$ cat src/rtl/hcc_pkg.sv
// Shared types, constants and functions of the chunked body decoder with CRC-32 check.
package hcc_pkg;

  localparam int OFF_W = 24;
  localparam int CRC_W = 32;

  localparam logic [CRC_W-1:0] CRC_POLY = 32'hEDB88320;
  localparam logic [CRC_W-1:0] CRC_ONES = 32'hFFFFFFFF;

  localparam logic [7:0] CH_CR   = 8'h0D;
  localparam logic [7:0] CH_LF   = 8'h0A;
  localparam logic [7:0] CH_SP   = 8'h20;
  localparam logic [7:0] CH_TAB  = 8'h09;
  localparam logic [7:0] CH_SEMI = 8'h3B;

  localparam logic [1:0] CRLF_LAST = 2'd3;

  typedef enum logic [0:0] {
    REG_EXP_SIZE = 1'b0,
    REG_EXP_CRC  = 1'b1
  } reg_idx_t;

  typedef enum logic [1:0] {
    PH_HEADER = 2'd0,
    PH_SIZE   = 2'd1,
    PH_DATA   = 2'd2,
    PH_DONE   = 2'd3
  } phase_t;

  typedef enum logic [1:0] {
    ST_OK      = 2'd0,
    ST_CRC     = 2'd1,
    ST_EARLY   = 2'd2,
    ST_BADSIZE = 2'd3
  } status_t;

  // One result of the parser, before the output register
  typedef struct packed {
    logic             emit;
    logic             is_payload;
    logic             last;
    status_t          status;
    logic [CRC_W-1:0] crc;
    logic [OFF_W-1:0] offset;
    logic [7:0]       data;
  } res_t;

  // Reflected CRC-32 over one byte, one bit per step
  function automatic logic [CRC_W-1:0] crc32_byte(input logic [CRC_W-1:0] crc_in,
                                                 input logic [7:0] b);
    logic [CRC_W-1:0] c;
    c = crc_in ^ {24'd0, b};
    for (int i = 0; i < 8; i++) begin
      c = c[0] ? ((c >> 1) ^ CRC_POLY) : (c >> 1);
    end
    return c;
  endfunction

  // Hex digit decode: bit 4 is the valid flag, bits 3:0 the value
  function automatic logic [4:0] hex_decode(input logic [7:0] b);
    logic [4:0] r;
    r = 5'd0;
    if (b >= 8'h30 && b <= 8'h39) begin
      r = {1'b1, 4'(b - 8'h30)};
    end else if (b >= 8'h41 && b <= 8'h46) begin
      r = {1'b1, 4'(b - 8'h37)};
    end else if (b >= 8'h61 && b <= 8'h66) begin
      r = {1'b1, 4'(b - 8'h57)};
    end
    return r;
  endfunction

  // Status of a finished body from the final CRC
  function automatic status_t crc_status(input logic [CRC_W-1:0] exp_crc,
                                         input logic [CRC_W-1:0] crc_fin);
    return (exp_crc != '0 && exp_crc != crc_fin) ? ST_CRC : ST_OK;
  endfunction

endpackage

$ cat src/rtl/hcc_in_stage.sv
// Input register stage: holds one accepted byte until the parser consumes it.
module hcc_in_stage (
  input  logic       clk,
  input  logic       rst_n,
  input  logic       in_tvalid,
  output logic       in_tready,
  input  logic [7:0] in_tdata,
  input  logic       in_tuser,
  input  logic       dn_free,
  output logic       step,
  output logic [7:0] s_byte,
  output logic       s_new
);

  logic       valid_r;
  logic [7:0] byte_r;
  logic       new_r;

  // Consume the held beat when the result side can take it
  assign step      = valid_r && dn_free;
  assign in_tready = !valid_r || dn_free;
  assign s_byte    = byte_r;
  assign s_new     = new_r;

  // Hold the control bit under reset
  always_ff @(posedge clk) begin
    if (!rst_n) begin
      valid_r <= 1'b0;
    end else if (in_tready) begin
      valid_r <= in_tvalid;
    end
  end

  // Capture payload on each accepted beat
  always_ff @(posedge clk) begin
    if (in_tvalid && in_tready) begin
      byte_r <= in_tdata;
      new_r  <= in_tuser;
    end
  end

endmodule

$ cat src/rtl/hcc_parser.sv
// Header skip, chunk size parser, payload counter and CRC-32 state.
module hcc_parser #(
  parameter int SIZE_BITS = 24
) (
  input  logic                     clk,
  input  logic                     rst_n,
  input  logic                     step,
  input  logic [7:0]               s_byte,
  input  logic                     s_new,
  input  logic [hcc_pkg::OFF_W-1:0] exp_size,
  input  logic [hcc_pkg::CRC_W-1:0] exp_crc,
  output hcc_pkg::res_t            res
);
  import hcc_pkg::*;

  phase_t               phase_r, phase_nxt, phase_cur;
  logic [1:0]           prog_r, prog_nxt, prog_cur;
  logic [SIZE_BITS-1:0] left_r, left_nxt, left_cur;
  logic [SIZE_BITS-1:0] acc_r, acc_nxt, acc_cur;
  logic                 ext_r, ext_nxt, ext_cur;
  logic [CRC_W-1:0]     crc_r, crc_nxt, crc_cur, crc_upd;
  logic [OFF_W-1:0]     off_r, off_nxt, off_cur;
  logic [OFF_W:0]       off_inc;
  logic [SIZE_BITS-1:0] left_dec;
  logic [4:0]           hex;

  // Apply new-response clear before parsing the byte
  always_comb begin
    if (s_new) begin
      phase_cur = PH_HEADER;
      prog_cur  = '0;
      left_cur  = '0;
      acc_cur   = '0;
      ext_cur   = 1'b0;
      crc_cur   = CRC_ONES;
      off_cur   = '0;
    end else begin
      phase_cur = phase_r;
      prog_cur  = prog_r;
      left_cur  = left_r;
      acc_cur   = acc_r;
      ext_cur   = ext_r;
      crc_cur   = crc_r;
      off_cur   = off_r;
    end
  end

  assign crc_upd  = crc32_byte(crc_cur, s_byte);
  assign off_inc  = {1'b0, off_cur} + (OFF_W+1)'(1);
  assign left_dec = left_cur - SIZE_BITS'(1);
  assign hex      = hex_decode(s_byte);

  // Next state and result for the byte in the input register
  always_comb begin
    phase_nxt      = phase_cur;
    prog_nxt       = prog_cur;
    left_nxt       = left_cur;
    acc_nxt        = acc_cur;
    ext_nxt        = ext_cur;
    crc_nxt        = crc_cur;
    off_nxt        = off_cur;
    res            = '0;
    res.offset     = off_cur;
    res.crc        = crc_cur ^ CRC_ONES;
    res.status     = ST_OK;
    case (phase_cur)
      PH_HEADER: begin
        if (prog_cur == CRLF_LAST && s_byte == CH_LF) begin
          phase_nxt = PH_SIZE;
          acc_nxt   = '0;
          ext_nxt   = 1'b0;
          prog_nxt  = '0;
          if (exp_size == '0) begin
            phase_nxt  = PH_DONE;
            res.emit   = 1'b1;
            res.last   = 1'b1;
            res.status = crc_status(exp_crc, crc_cur ^ CRC_ONES);
          end
        end else if (s_byte == (prog_cur[0] ? CH_LF : CH_CR)) begin
          prog_nxt = prog_cur + 2'd1;
        end else begin
          prog_nxt = (s_byte == CH_CR) ? 2'd1 : 2'd0;
        end
      end
      PH_SIZE: begin
        if (s_byte == CH_LF) begin
          if (prog_cur != '0 && acc_cur == '0) begin
            phase_nxt  = PH_DONE;
            res.emit   = 1'b1;
            res.last   = 1'b1;
            res.status = ST_EARLY;
          end else begin
            if (prog_cur != '0) begin
              left_nxt  = acc_cur;
              phase_nxt = PH_DATA;
            end
            acc_nxt  = '0;
            ext_nxt  = 1'b0;
            prog_nxt = '0;
          end
        end else if (ext_cur) begin
          ext_nxt = 1'b1;
        end else if (s_byte == CH_SEMI) begin
          ext_nxt = 1'b1;
        end else if (s_byte == CH_CR || s_byte == CH_SP || s_byte == CH_TAB) begin
          ext_nxt = 1'b0;
        end else if (!hex[4] || acc_cur[SIZE_BITS-1 -: 4] != 4'd0) begin
          phase_nxt  = PH_DONE;
          res.emit   = 1'b1;
          res.last   = 1'b1;
          res.status = ST_BADSIZE;
        end else begin
          acc_nxt  = {acc_cur[SIZE_BITS-5:0], hex[3:0]};
          prog_nxt = 2'd1;
        end
      end
      PH_DATA: begin
        crc_nxt        = crc_upd;
        off_nxt        = off_inc[OFF_W-1:0];
        left_nxt       = left_dec;
        res.emit       = 1'b1;
        res.is_payload = 1'b1;
        res.data       = s_byte;
        res.crc        = crc_upd ^ CRC_ONES;
        if (off_inc >= {1'b0, exp_size}) begin
          phase_nxt  = PH_DONE;
          res.last   = 1'b1;
          res.status = crc_status(exp_crc, crc_upd ^ CRC_ONES);
        end else if (left_dec == '0) begin
          phase_nxt = PH_SIZE;
          acc_nxt   = '0;
          ext_nxt   = 1'b0;
          prog_nxt  = '0;
        end
      end
      default: begin
        phase_nxt = PH_DONE;
      end
    endcase
  end

  // Advance control state on each consumed beat
  always_ff @(posedge clk) begin
    if (!rst_n) begin
      phase_r <= PH_HEADER;
      prog_r  <= '0;
      left_r  <= '0;
      acc_r   <= '0;
      ext_r   <= 1'b0;
      crc_r   <= CRC_ONES;
      off_r   <= '0;
    end else if (step) begin
      phase_r <= phase_nxt;
      prog_r  <= prog_nxt;
      left_r  <= left_nxt;
      acc_r   <= acc_nxt;
      ext_r   <= ext_nxt;
      crc_r   <= crc_nxt;
      off_r   <= off_nxt;
    end
  end

`ifndef ASSERT_OFF
  a_done_silent: assert property (@(posedge clk) disable iff (!rst_n)
    (step && !s_new && phase_r == PH_DONE) |-> !res.emit)
    else $error("result after body finished");
  a_last_ends: assert property (@(posedge clk) disable iff (!rst_n)
    (step && res.emit && res.last) |=> (phase_r == PH_DONE))
    else $error("parser not done after last result");
  a_status_last: assert property (@(posedge clk) disable iff (!rst_n)
    (res.emit && !res.last) |-> (res.status == ST_OK))
    else $error("nonzero status on a non-final result");
  a_offset_bound: assert property (@(posedge clk) disable iff (!rst_n)
    (step && res.is_payload && !res.last) |-> ({1'b0, off_r} < {1'b0, exp_size}))
    else $error("payload offset past expected size");
`endif

endmodule

$ cat src/rtl/http_chunked_body_crc_check.sv
// Top level of the HTTP chunked body decoder with CRC-32 check.
// Takes one response byte per clock and sustains one byte per cycle with no
// gaps while out_tready stays high. An accepted byte sits in the input
// register while the parser and its byte-wide CRC-32 step work on it
// combinationally. Its result is loaded into the result register, which
// presents it on the output, when the parser consumes the byte. A result held
// by a low out_tready blocks the input until it is taken. The header is
// skipped to the blank line, chunk size lines are parsed, and every payload
// byte comes out with its offset and running CRC; the final beat (tlast)
// carries the status. The byte-wide CRC update, hex decode and CR/LF, size
// and offset compares sit between registers, which sets the one-byte-per-clock
// figure. tuser on the input marks the first byte of a new response and
// clears the parser.
module http_chunked_body_crc_check #(
  parameter int SIZE_BITS = 24
) (
  input  logic        clk,
  input  logic        rst_n,
  input  logic        cfg_we,
  input  logic [0:0]  cfg_index,
  input  logic [31:0] cfg_wdata,
  input  logic        in_tvalid,
  output logic        in_tready,
  input  logic [7:0]  in_tdata,   // [7:0] rx_byte
  input  logic        in_tuser,   // [0] new_response
  output logic        out_tvalid,
  input  logic        out_tready,
  output logic [71:0] out_tdata,  // [7:0] out_byte, [31:8] out_offset,
                                  // [33:32] status, [65:34] crc_value, zero fill
  output logic        out_tuser,  // [0] is_payload
  output logic        out_tlast
);
  import hcc_pkg::*;

  logic [OFF_W-1:0] exp_size_r;
  logic [CRC_W-1:0] exp_crc_r;
  logic             dn_free;
  logic             step;
  logic [7:0]       s_byte;
  logic             s_new;
  res_t             res;
  logic             ovalid_r;
  logic [71:0]      odata_r;
  logic             ouser_r;
  logic             olast_r;

  // Write configuration registers
  always_ff @(posedge clk) begin
    if (!rst_n) begin
      exp_size_r <= '0;
      exp_crc_r  <= '0;
    end else if (cfg_we) begin
      case (reg_idx_t'(cfg_index))
        REG_EXP_SIZE: exp_size_r <= cfg_wdata[OFF_W-1:0];
        REG_EXP_CRC:  exp_crc_r  <= cfg_wdata;
        default:      exp_crc_r  <= exp_crc_r;
      endcase
    end
  end

  assign dn_free = !ovalid_r || out_tready;

  hcc_in_stage u_in (
    .clk       (clk),
    .rst_n     (rst_n),
    .in_tvalid (in_tvalid),
    .in_tready (in_tready),
    .in_tdata  (in_tdata),
    .in_tuser  (in_tuser),
    .dn_free   (dn_free),
    .step      (step),
    .s_byte    (s_byte),
    .s_new     (s_new)
  );

  hcc_parser #(
    .SIZE_BITS (SIZE_BITS)
  ) u_parser (
    .clk      (clk),
    .rst_n    (rst_n),
    .step     (step),
    .s_byte   (s_byte),
    .s_new    (s_new),
    .exp_size (exp_size_r),
    .exp_crc  (exp_crc_r),
    .res      (res)
  );

  // Load the result register when it is free
  always_ff @(posedge clk) begin
    if (!rst_n) begin
      ovalid_r <= 1'b0;
    end else if (dn_free) begin
      ovalid_r <= step && res.emit;
    end
  end

  always_ff @(posedge clk) begin
    if (dn_free && step && res.emit) begin
      odata_r <= {6'd0, res.crc, res.status, res.offset, res.data};
      ouser_r <= res.is_payload;
      olast_r <= res.last;
    end
  end

  assign out_tvalid = ovalid_r;
  assign out_tdata  = odata_r;
  assign out_tuser  = ouser_r;
  assign out_tlast  = olast_r;

endmodule
$ cat config.mk
export PLATFORM = sky130hd
export DESIGN_NAME = http_chunked_body_crc_check
export DESIGN_NICKNAME = d
export VERILOG_FILES = /design/src/rtl/hcc_pkg.sv /design/src/rtl/hcc_in_stage.sv /design/src/rtl/hcc_parser.sv /design/src/rtl/http_chunked_body_crc_check.sv
export SDC_FILE = /design/constraint.sdc
export NUM_CORES = 1
export LEC_CHECK = 0
export BUFFER_PORTS_ARGS = -buffer_cell sky130_fd_sc_hd__buf_4
export CAP_MARGIN = 40
export CORE_UTILIZATION = 55
export CTS_CLUSTER_DIAMETER = 60
export CTS_CLUSTER_SIZE = 25
export DETAILED_ROUTE_END_ITERATION = 6
export PLACE_DENSITY = 0.74
export SYNTH_ARGS = -nofsm -noshare
export SYNTH_HDL_FRONTEND = slang
export SYNTH_SLANG_ARGS = --single-unit
export TNS_END_PERCENT = 1
$ cat constraint.sdc
create_clock -name clk -period 7.4 [get_ports clk]
set_input_delay 0.74 -clock clk [delete_from_list [all_inputs] [get_ports clk]]
set_output_delay 0.74 -clock clk [all_outputs]
set_load 0.05 [all_outputs]
==> results.py, run 1 <==
metrics = {
    "drt": {
        "vias_per_cell": 6.253,
        "wl_per_cell_um": 20.19,
        "vias": 14195,
        "ant_nets": 0,
        "route.detailed.drc": 0,
        "dr.first_iter.drc_count": 1573,
        "firstDrtPassIters": 6,
        "drt-total-wl_mm": 45.83,
    },
    "grt": {
        "grt_pass1_vias": 12939,
        "grt_pass1_wl_mm": 71.55,
        "antenna_found_initial": 1,
        "grt_max_degree": 96,
        "track_usage_pct": 31.67,
        "gr-total-overflow": 0,
    },
    "sta": {
        "slew-limit-headroom_pct": 41.63,
        "fin_crit_sh_pct": 75.43,
        "slew_violations": 0,
        "finalHoldViolations": 0,
        "fin_crit_ps": 5582,
        "finalSetupTns_ps": 0,
        "skew_ps": 19.18,
        "worst_slew_pin_slew_ps": 875.5,
        "setup_viol": 0,
        "rsz0062_at_grt": "no",
        "setup_slack_ps": 1818,
        "fmax_mhz": 179.1,
    },
    "clocking": {
        "clk_latency_ps": 530,
        "clkSinkCount": 244,
        "htreeDepth": 1,
        "tritoncts": "built",
        "cts_made_buffers": 21,
        "holdBufCountCts": 0,
        "cts.repair.resized": 0,
        "clk_pin_slew_ps": 90,
        "clockBufferDepth": 3,
        "post_cts_buffers": 0,
        "ctsRootBufferMaster": "clkbuf_16",
    },
    "yosys": {
        "synth_edf_count": 77,
        "ys_top_cells_by_area": "dfxtp_1, edfxtp_1, xnor2_1",
        "synth_top_flop_cell": "dfxtp_1",
        "synth_async_sr_flop_share_pct": 0,
        "synth-seq-cells": 244,
        "synthTopCellsByCount": "nand2_1, dfxtp_1, nor2_1",
        "syn_area_mm2": 0.01546,
        "synth_most_common_cell": "nand2_1",
        "synth_top_area_share_pct": 21.62,
        "synth_top_area_cell": "dfxtp_1",
        "yosys_warnings": 0,
        "synthCells": 1858,
        "synth_seq_area_share_pct": 36.58,
        "syn_avg_cell_area_um2": 8.321,
        "ys_types": 90,
    },
    "worst_setup_path": {
        "cp_slowest_cell": "edfxtp_1",
        "crit_buf_inv": 0,
        "endpoint_kind": "flop",
        "critPathMaxFanout": 15,
        "worstPathCellList": "nor2b_1, ha_1, nand2_1, nor3b_1, nand3_1, nor3_1, and3_1, nand2_1, xnor2_1, ha_1, a21o_1, a21oi_1, o21ai_0, a31oi_1, o211ai_1, o41ai_4, a21oi_4, a22o_1",
        "cp-start-kind": "flop",
        "critPathTopFamily": "simple AND/OR/NAND/NOR gates",
        "cp.required_ps": 7820,
        "slowest_delay_ps": 600,
        "critical_path_class": "flop to flop",
        "crit_arrival_ps": 6000,
    },
    "final_layout": {
        "area_growth_syn_to_layout_pct": 11.22,
        "fin_util_pct": 62.06,
        "finalNetCount": 1962,
        "finalInstanceArea_mm2": 0.01720,
        "drive_gt1_share_pct": 11.58,
    },
    "placed_design": {
        "gp_congestion": 0.9761,
        "port-buffer-count": 116,
        "placed_cell_area_mm2": 0.01647,
        "dp_slack_ps": 1912,
        "hpwl_mm": 32.76,
    },
    "power_and_ir_drop": {
        "finalPower_mw": 3.315,
        "peakVddDrop_mv": 0.1922,
        "p_leak_nw": 6.390,
        "power_density_mw_per_mm2": 192.8,
    },
    "run_status": {
        "status": "finished, final reports clean",
    },
    "floorplan": {
        "die_area_mm2": 0.02879,
        "rows": 61,
        "ios": 123,
        "die_w_um": 169.7,
        "die_y_um": 169.7,
        "core_mm2": 0.02771,
        "initial_utilization_pct": 55.81,
    },
    "run": {
        "cap_viol_max_count": 0,
    },
    "hold_path": {
        "hold_path.class": "primary input to flop",
    },
}
sequential cells by signal (all words and copies together) (netlist names):
signal and flops:
out_tuser 1, u_parser.left_r 24, exp_crc_r 32, u_parser.phase_r 2, out_tlast 1, u_parser.ext_r 1, u_parser.crc_r 32, out_tdata 66
out_tvalid 1, u_in.s_new 1, exp_size_r 24, u_parser.prog_r 2, u_parser.off_r 24, u_parser.acc_r 24, u_in.s_byte 8, u_in.valid_r 1
final timing paths:
| path | start | end | slack, ps | depth (start not counted) |
|---|---|---|---|---|
| setup / recovery | u_in.s_new | u_parser.acc_r[3] | 1820 | 18 |
| hold / removal | in_tuser | u_in.s_new | 390 | 1 |
| setup reg to reg | u_in.s_new | u_parser.acc_r[3] | 1820 | 18 |
| hold reg to reg | exp_size_r[9] | exp_size_r[9] | 480 | 2 |
cell usage in the layout (no fill, tap or decap), types with 45 or more instances in the layout:
master / count
nor2_1: 154
nand2_1: 242
o21ai_0: 106
buf_4: 132
inv_1: 64
edfxtp_1: 77
o211ai_1: 59
xor2_1: 45
a21oi_1: 147
xnor2_1: 106
dfxtp_1: 167
cells by family (layout without fill, tap and decap cells):
logic type / count (synthesis) / in the layout / share of synthesized area [%]
and+or+nand+nor: 643 / 643 / 19.92
AOI/OAI and AO/OA: 514 / 514 / 21.53
muxes: 41 / 41 / 2.784
adders and majority gates: 38 / 38 / 3.075
other: 1 / 7 / 0.02425
DFF: 244 / 244 / 36.58
buffers and inverters: 214 / 242 / 5.802
xor gates and xnor gates: 163 / 163 / 10.28
layer usage:
| metal | vias up | global-route usage (%) | share of wire (%) |
|---|---|---|---|
| met3 | 87 | 4.594 | 9.7 |
| met1 | 6733 | 46.14 | 44 |
| li1 | 6685 | - | - |
| met4 | 0 | 10.14 | 2.7 |
| met5 | - | 0 | 0 |
| met2 | 690 | 47.97 | 44 |
final cells by class:
class                           instances  area (um^2)
Fill cell                            2419        10510
Tap cell                              378        473.0
Antenna cell                            1        2.502
Sequential cell                       244         5655
Inverter                               66        249.0
Multi-Input combinational cell       1405         8966
Clock buffer                           22        529.3
Clock inverter                         15        197.7
Timing Repair Buffer                  139         1122
worst reg2reg max path: stages, from the launching register on:
cell	delay [ps]
edfxtp_1	600
nor2b_1	290
ha_1	330
nand2_1	80
nor3b_1	510
nand3_1	300
nor3_1	530
and3_1	330
nand2_1	90
xnor2_1	230
ha_1	290
a21o_1	180
a21oi_1	130
o21ai_0	100
a31oi_1	170
o211ai_1	350
o41ai_4	480
a21oi_4	200
a22o_1	280
report_power, final:
group	total [mW]	internal, mW	leakage [nW]	switching (mW)
registers	1.49	1.42	2.02	0.0712
logic	0.656	0.264	4.01	0.392
clock network	1.17	0.571	0.358	0.600
total	3.31	2.25	6.39	1.06
stage by stage:
stage / instances / hold slack, ps
detailed placement: 2232 / 465.6
global placement: 2223 / 460.2
floorplan: 1863 / 446.5
CTS: 2269 / 383.0
global route: 2269 / 371.2
finish: 2270 / 387.7
No activity file was read; power rests on OpenSTA's default activity.
==> run 2, diff against run 1 <==
- ABC_AREA: not set -> 1
- PLACE_DENSITY: 0.74 -> 0.77
- clock period: 7.4 -> 4.8 ns (I/O delays scaled with it)
==> run 2 against run 1 <==
Clock skew down 4.6 ps. First-iteration DRC count up 9.7%. Critical path type unchanged. Largest power group unchanged. Cell area up 1.3%. Largest cell class unchanged.
==> results.py, run 2 <==
metrics = {
    "sta": {
        "whs_ps": 102.1,
        "slew_violations": 0,
        "skew_ps": 14.57,
        "fin_crit_sh_pct": 92.63,
        "slew-limit-headroom_pct": 37.22,
        "finalSetupTns_ps": 0,
        "worst_slew_pin_slew_ps": 941.7,
        "finalHoldViolations": 0,
        "fin_crit_ps": 4446,
        "rsz0062_at_grt": "no",
        "fmax_mhz": 224.9,
        "setup_slack_ps": 353.6,
        "setup_viol": 0,
    },
    "clocking": {
        "clkSinkCount": 244,
        "htreeDepth": 1,
        "holdBufCountCts": 0,
        "clk_latency_ps": 550,
        "clockBufferDepth": 3,
        "clk_pin_slew_ps": 80,
        "post_cts_buffers": 0,
        "ctsRootBufferMaster": "clkbuf_16",
        "cts_made_buffers": 24,
        "tritoncts": "built",
        "cts.repair.resized": 0,
    },
    "final_layout": {
        "finalInstanceArea_mm2": 0.01742,
        "layout_commonest_cell": "nand2_1",
        "finalNetCount": 2377,
        "final_cell_count_no_fill": 2689,
        "area_growth_syn_to_layout_pct": 12.57,
        "drive_gt1_share_pct": 10.48,
        "final_cell_mix": "nand2_1, a21oi_1, o21ai_0",
        "fin_util_pct": 62.86,
        "largest_register_ffs": 66,
    },
    "worst_setup_path": {
        "critPathMaxFanout": 24,
        "crit_arrival_ps": 4890,
        "cp.depth": 22,
        "critical_path_class": "flop to flop",
        "startpoint": "u_in.s_new",
        "reg2reg_setup_slack_ps": 350,
        "cp_slowest_cell": "edfxtp_1",
        "path_common_cell": "nor2_1",
        "r2r-end": "u_parser.prog_r[1]",
        "cp.required_ps": 5240,
        "worstPathCellList": "buf_4, nor2_1, ha_1, nand4_1, nor4_1, nand2_1, nor3_2, nand3_1, nor2_1, xor2_1, inv_1, ha_1, a21oi_1, o211ai_1, nor2_1, nand3_1, nor2_1, nand2_1, nand2_2, nand2_4, o21ai_0, a21oi_1",
        "cp-start-kind": "flop",
        "endpoint_kind": "flop",
        "endpoint": "u_parser.prog_r[1]",
        "reg2reg_depth": 22,
        "crit_buf_inv": 2,
        "slowest_delay_ps": 440,
        "reg2reg_from": "u_in.s_new",
        "critPathTopFamily": "simple AND/OR/NAND/NOR gates",
    },
    "grt": {
        "use_met3_pct": 4.384,
        "grt_pass1_vias": 14637,
        "grt_use_met1_pct": 48.01,
        "antenna_found_initial": 1,
        "track_usage_pct": 35.68,
        "gr-total-overflow": 0,
        "grt_pass1_wl_mm": 80.55,
        "grt_max_degree": 88,
        "grt_use_met2_pct": 58.68,
        "grt-busiest-layer": "met2",
    },
    "drt": {
        "ant_nets": 0,
        "firstDrtPassIters": 6,
        "vias": 15918,
        "wl_per_cell_um": 19.21,
        "drt-total-wl_mm": 51.67,
        "vias_per_cell": 5.920,
        "dr.first_iter.drc_count": 1726,
        "route.detailed.drc": 0,
    },
    "floorplan": {
        "die_y_um": 169.7,
        "core_mm2": 0.02771,
        "die_w_um": 169.7,
        "rows": 61,
        "ios": 123,
        "die_area_mm2": 0.02881,
        "initial_utilization_pct": 55.85,
    },
    "yosys": {
        "synth_xor_area_share_pct": 4.731,
        "yosys_warnings": 0,
        "synthCells": 2234,
        "synth_top_area_share_pct": 21.61,
        "synth-seq-cells": 244,
        "synthTopCellsByCount": "nand2_1, a21oi_1, o21ai_0",
        "synth_top_flop_cell": "dfxtp_1",
        "synth_mux_area_share_pct": 0,
        "synth-adder-area-share_pct": 3.073,
        "synth_edf_count": 77,
        "syn_area_mm2": 0.01547,
        "synth_simple_gate_area_share_pct": 25.62,
        "synth_seq_area_share_pct": 36.55,
        "synth_most_common_cell": "nand2_1",
        "synth_top_family_by_area": "simple AND/OR/NAND/NOR gates",
        "ys_types": 51,
        "synth_compound_area_share_pct": 21.01,
        "synth_async_sr_flop_share_pct": 0,
        "synth_top_area_cell": "dfxtp_1",
        "syn_avg_cell_area_um2": 6.926,
        "ys_top_cells_by_area": "dfxtp_1, edfxtp_1, nand2_1",
    },
    "placed_design": {
        "dp_cells": 2644,
        "hpwl_mm": 37.31,
        "placed_cell_area_mm2": 0.01655,
        "dp_slack_ps": 284.2,
        "gp_congestion": 0.9843,
        "port-buffer-count": 116,
    },
    "run_status": {
        "status": "finished, final reports clean",
    },
    "power_and_ir_drop": {
        "peakVddDrop_mv": 0.2507,
        "finalPower_mw": 5.411,
        "p_leak_nw": 7.549,
        "power_density_mw_per_mm2": 310.7,
    },
    "run": {
        "cap_viol_max_count": 0,
    },
    "hold_path": {
        "hold_path.class": "primary input to flop",
    },
}
==> run 2: area by class of cell <==
type / instances / area [um^2]
flip-flops and latches: 244 / 5655
multi-input cells: 1654 / 8459
well taps: 378 / 473.0
fillers: 2587 / 10290
clock buffers: 27 / 664.4
inverters: 223 / 837.1
clock inverters: 17 / 196.4
diodes: 1 / 2.502
repair buffers: 145 / 1129
==> run 2: cells by family after synthesis <==
kind of cell,Yosys count
buffers and inverters,341
DFF,244
AOI/OAI and AO/OA,602
other,1
xor gates and xnor gates,82
adders and majority gates,38
and+or+nand+nor,926
==> run 2: power by group <==
group / switching [mW] / total, mW / leakage (nW) / internal (mW)
clock: 0.948 / 2.05 / 0.420 / 1.10
combinational: 0.743 / 1.08 / 5.10 / 0.332
sequential: 0.0738 / 2.29 / 2.03 / 2.22
==> run 2: metal layers <==
layer	share of wire, %	up-vias	wire (um)
li1	-	7631	-
met1	42	7413	21490
met2	46	766	23630
met3	8.8	108	4554
met4	3.9	0	1993
met5	0	-	0
==> run 2: worst min path at each step <==
stage	from	end	slack, ps	cells after the start
after floorplan	u_parser.crc_r[10]	u_parser.crc_r[10]	440	2
after global placement	u_parser.left_r[22]	u_parser.left_r[22]	450	2
after detailed placement	u_parser.acc_r[0]	u_parser.acc_r[0]	460	2
after CTS	in_tdata[2]	u_in.s_byte[2]	90	1
after global routing	in_tdata[2]	u_in.s_byte[2]	80	1
final	in_tdata[2]	u_in.s_byte[2]	100	1
